===== config.mk =====
export PLATFORM = sky130hd
export DESIGN_NAME = firlt_ctrl
export DESIGN_NICKNAME = d
export VERILOG_FILES = /design/src/rtl/firlt_pkg.sv /design/src/rtl/firlt_ctrl.sv
export SDC_FILE = /design/constraint.sdc
export NUM_CORES = 1
export LEC_CHECK = 0
export BUFFER_PORTS_ARGS = -buffer_cell sky130_fd_sc_hd__buf_2
export CELL_PAD_IN_SITES_DETAIL_PLACEMENT = 1
export CELL_PAD_IN_SITES_GLOBAL_PLACEMENT = 1
export CORE_AREA = 2 2 39 41
export DETAILED_ROUTE_END_ITERATION = 8
export DIE_AREA = 0 0 41 43
export PLACE_DENSITY_LB_ADDON = 0.1
export SLEW_MARGIN = 40
export SYNTH_ARGS = -nofsm -noshare
export SYNTH_HDL_FRONTEND = slang
export SYNTH_SLANG_ARGS = --single-unit

===== constraint.sdc =====
create_clock -name i_clk -period 1.45 [get_ports i_clk]
set_input_delay 0.145 -clock i_clk [delete_from_list [all_inputs] [get_ports i_clk]]
set_output_delay 0.145 -clock i_clk [all_outputs]
set_load 0.005 [all_outputs]

===== src/rtl/firlt_pkg.sv =====
// Package for the loadable-tap FIR filter.
// Holds shared command/status types and fixed field widths; no dependencies.
package firlt_pkg;

    localparam int SMP_W  = 24;
    localparam int IDX_W  = 8;
    localparam int FRAC_W = 23;
    localparam int PROD_W = 2 * SMP_W;

    localparam logic [SMP_W-1:0] SMP_MAX = 24'h7F_FFFF;
    localparam logic [SMP_W-1:0] SMP_MIN = 24'h80_0000;

    localparam logic ACT_LOAD = 1'b0;
    localparam logic ACT_PUSH = 1'b1;

    typedef struct packed {
        logic load;
        logic push;
        logic issue;
        logic emit;
    } t_dp_cmd;

    typedef struct packed {
        logic last_tap;
        logic pipe_busy;
    } t_dp_sts;

endpackage


===== src/rtl/firlt_ctrl.sv =====
// Controller for the FIR filter: sequences coefficient load, push, tap walk, drain and result transfer.
// Depends on firlt_pkg for command and status types.
module firlt_ctrl (
    input  logic               i_clk,
    input  logic               i_rst_n,
    input  logic               i_in_valid,
    input  logic               i_in_action,
    output logic               o_in_ready,
    output logic               o_out_valid,
    input  logic               i_out_ready,
    output firlt_pkg::t_dp_cmd o_cmd,
    input  firlt_pkg::t_dp_sts i_sts
);

    typedef enum logic [3:0] {
        S_IDLE  = 4'b0001,
        S_RUN   = 4'b0010,
        S_DRAIN = 4'b0100,
        S_OUT   = 4'b1000
    } t_state;

    t_state r_state, n_state;
    logic   r_out_vld, n_out_vld;
    logic   w_acc;

    assign o_in_ready  = (r_state == S_IDLE);
    assign o_out_valid = r_out_vld;
    assign w_acc       = i_in_valid && o_in_ready;

    always_comb begin
        n_state     = r_state;
        o_cmd.load  = 1'b0;
        o_cmd.push  = 1'b0;
        o_cmd.issue = 1'b0;
        o_cmd.emit  = 1'b0;
        case (r_state)
            S_IDLE: begin
                if (w_acc) begin
                    if (i_in_action == firlt_pkg::ACT_PUSH) begin
                        o_cmd.push = 1'b1;
                        n_state    = S_RUN;
                    end else begin
                        o_cmd.load = 1'b1;
                    end
                end
            end
            S_RUN: begin
                o_cmd.issue = 1'b1;
                if (i_sts.last_tap) begin
                    n_state = S_DRAIN;
                end
            end
            S_DRAIN: begin
                if (!i_sts.pipe_busy) begin
                    n_state = S_OUT;
                end
            end
            S_OUT: begin
                if (!r_out_vld || i_out_ready) begin
                    o_cmd.emit = 1'b1;
                    n_state    = S_IDLE;
                end
            end
            default: begin
                n_state = S_IDLE;
            end
        endcase
    end

    always_comb begin
        if (o_cmd.emit) begin
            n_out_vld = 1'b1;
        end else if (i_out_ready) begin
            n_out_vld = 1'b0;
        end else begin
            n_out_vld = r_out_vld;
        end
    end

    always_ff @(posedge i_clk) begin
        if (!i_rst_n) begin
            r_state   <= S_IDLE;
            r_out_vld <= 1'b0;
        end else begin
            r_state   <= n_state;
            r_out_vld <= n_out_vld;
        end
    end

`ifndef SYNTHESIS
    a_last_tap_drains: assert property (@(posedge i_clk) disable iff (!i_rst_n)
        (r_state == S_RUN && i_sts.last_tap) |=> (r_state == S_DRAIN))
        else $error("tap walk did not end in drain");

    a_emit_after_drain: assert property (@(posedge i_clk) disable iff (!i_rst_n)
        o_cmd.emit |-> !i_sts.pipe_busy)
        else $error("result taken before the accumulator settled");

    a_push_starts_walk: assert property (@(posedge i_clk) disable iff (!i_rst_n)
        o_cmd.push |=> (r_state == S_RUN))
        else $error("sample push did not start the tap walk");

    a_no_overwrite: assert property (@(posedge i_clk) disable iff (!i_rst_n)
        (r_out_vld && !i_out_ready) |-> !o_cmd.emit)
        else $error("pending result overwritten");
`endif

endmodule


==> reports/metrics.yaml <==
placed_design:
  place_hpwl_um: 788
  place_ws_ns: -0.0185
  portBuffers: 12
  place.gp.congestion: 0.690
worst_setup_path:
  cp-start-kind: "flip-flop"
  cp.required_ns: 1.31
  end_kind: "output port"
  cp_data_arrival_time_ns: 1.39
  path_class: "flip-flop to output port"
  path_max_fanout: 3
detailed_routing:
  vias: 410
  wl_per_cell_um: 15.2
  drc: 0
  first_pass_iters: 1
  routed_wirelength_mm: 1.23
  antenna_left: 0
  first_iter_violations: 0
  detail_route.vias_per_cell: 5.06
clocking:
  cts_buffer_depth: 2
  cts_buffers: 3
  path_clk_slew_ns: 0.05
  cts_sinks: 5
  cts_tree: "done"
  clock_latency_ns: 0.25
  ctsRootBufferMaster: "clkbuf_4"
  htreeDepth: 1
floorplan:
  initial_core_util: 0.250
  core_area_um2: 1380
  num_rows: 14
  ios: 13
  die_h_um: 43
  die_area_um2: 1760
  die_w_um: 41
sta:
  finalHoldViolations: 0
  rsz0062_at_grt: "true"
  clock_skew_ns: 0.00567
  layout_setup_ws_ns: -0.0853
  relSlewSlack: 0.816
  final.period_utilization: 1.06
  fin_tns_setup_ns: -0.112
  slew_viol_final: 0
  tightest_slew_ns: 0.275
  max_freq_mhz: 651
  min_period_ns: 1.54
  setup_viol: 3
logic_synthesis:
  yosys_warnings: 0
  async_flop_share: 0
  synth_edf_count: 0
  synth_most_common_cell: "nor2b_1"
  synthTopCellsByArea: "dfxtp_1, nor2b_1, nor4b_1"
  synth_area_um2: 347
  ys_types: 22
  yosys_most_used_dff: "dfxtp_1"
  synth_top_cell_area_share: 0.289
  netlist_instances: 40
  ys_ff_latch: 5
  syn-num-nets: 47
  yosys-top-cells-count: "nor2b_1, dfxtp_1, nor4b_1"
  syn_avg_cell_area_um2: 8.66
  yosys.area.top_type: "dfxtp_1"
  yosysSeqAreaShare: 0.289
power:
  p_leak_uw: 0.000285
  power_density_nw_per_um2: 729
  total_power_uw: 454
  peakVddDrop_mv: 0.440
global_route:
  met1_usage: 0.176
  grt_max_degree: 7
  grt_use_met2: 0.263
  grt.busiest_layer: "met2"
  grt_util_all_layers: 0.160
  antenna_found_initial: 0
  overflow: 0
  grt_pass1_wl_mm: 1.84
  grtUsageMet3: 0.0157
  grt_pass1_vias: 416
final_layout:
  drive_gt1_frac: 0.631
  nets: 73
  syn_to_final_growth_pct: 79.8
  antennaDiodeCount: 0
flow_run:
  max-cap-violations: 0
outcome:
  status: "finished, violations left"
  violations: "setup timing"
hold_path:
  hold_path_class: "input pin to flip-flop"
-- final cells by class --
cell class	instances	area, um^2
clock buffers	4	26.3
fillers	178	761
inverters	1	3.75
multi-input cells	30	282
flip-flops and latches	5	110
well taps	16	20.0
repair buffers	25	181
-- state kept, by name, summed over array words and instances (netlist names) --
register / flops
o_out_valid: 1
r_state: 4
-- layer usage --
layer  vias to the layer above  wire, um  part of all wire
met5                         -         0                 0
met3                         4        58             0.047
met2                        14       653              0.53
met4                         0        60             0.049
met1                       197       458              0.37
li1                        195         -                 -
-- kinds of logic (layout without fill, tap and decap cells) --
| logic type | after synthesis | count (layout) | synth area share |
|---|---|---|---|
| simple gates | 20 | 20 | 0.404 |
| compound gates | 10 | 10 | 0.206 |
| flops | 5 | 5 | 0.289 |
| buf+inv | 5 | 30 | 0.101 |
-- per-stage QoR --
step	cell area (um^2)	std cells	util	hold slack [ns]
floorplan	347	40	-	0.263
global placement	460	71	0.333	0.430
detailed placement	460	71	0.333	0.440
CTS	564	79	0.408	0.185
global route	623	81	0.450	0.175
finish	623	81	0.450	0.180
-- placed cells by master (no fill, tap or decap) --
master    count
and4bb_2      1
inv_1         1
nor4b_4       2
o31ai_2       1
and2_1        2
nor2b_4       2
a211oi_4      1
a21oi_1       2
dfxtp_1       1
dfxtp_4       2
and3_1        1
o21bai_1      1
clkbuf_1      1
a32oi_1       1
buf_12        1
o21a_1        1
nor3b_1       1
buf_2        12
nor2_1        1
or3b_1        2
nand2_1       2
buf_4         9
buf_6         3
nor2b_1       4
dfxtp_2       2
o21ai_1       1
a22oi_1       1
o21ai_0       1
clkbuf_4      3
nor4b_2       2
-- what timing repair did --
item | in CTS | in global routing
hold endpoints to repair | 0 | 0
hold buffers | 0 | 0
resized for setup | 12 | 10
pin swaps | 3 | 3
setup endpoints to repair | 5 | 8
buffers inserted | 4 | 2
gates cloned | 0 | 0
-- path summary, 6_finish.rpt --
| check | from | endpoint | slack, ns | depth (start not counted) |
|---|---|---|---|---|
| worst max-delay path | r_state[3] | o_cmd[3] | -0.09 | 5 |
| worst min-delay path | i_rst_n | r_state[2] | 0.18 | 2 |
| worst max register to register | r_state[1] | r_state[0] | 0.01 | 4 |
| worst min register to register | r_state[1] | r_state[3] | 0.61 | 2 |
-- power by group --
group | switching (uW) | internal, uW | leakage, uW
Sequential | 9.76 | 142 | 0.0000423
Clock | 63.4 | 104 | 0.0000150
Combinational | 54.8 | 79.9 | 0.000227
-- worst max-delay path, stage by stage (launching register included) --
cell     delay, ns
dfxtp_4       0.35
nor4b_4       0.29
buf_4         0.16
nor2b_4       0.13
and2_1        0.12
buf_2         0.11
Note: power is estimated with default switching activity, not from simulation.
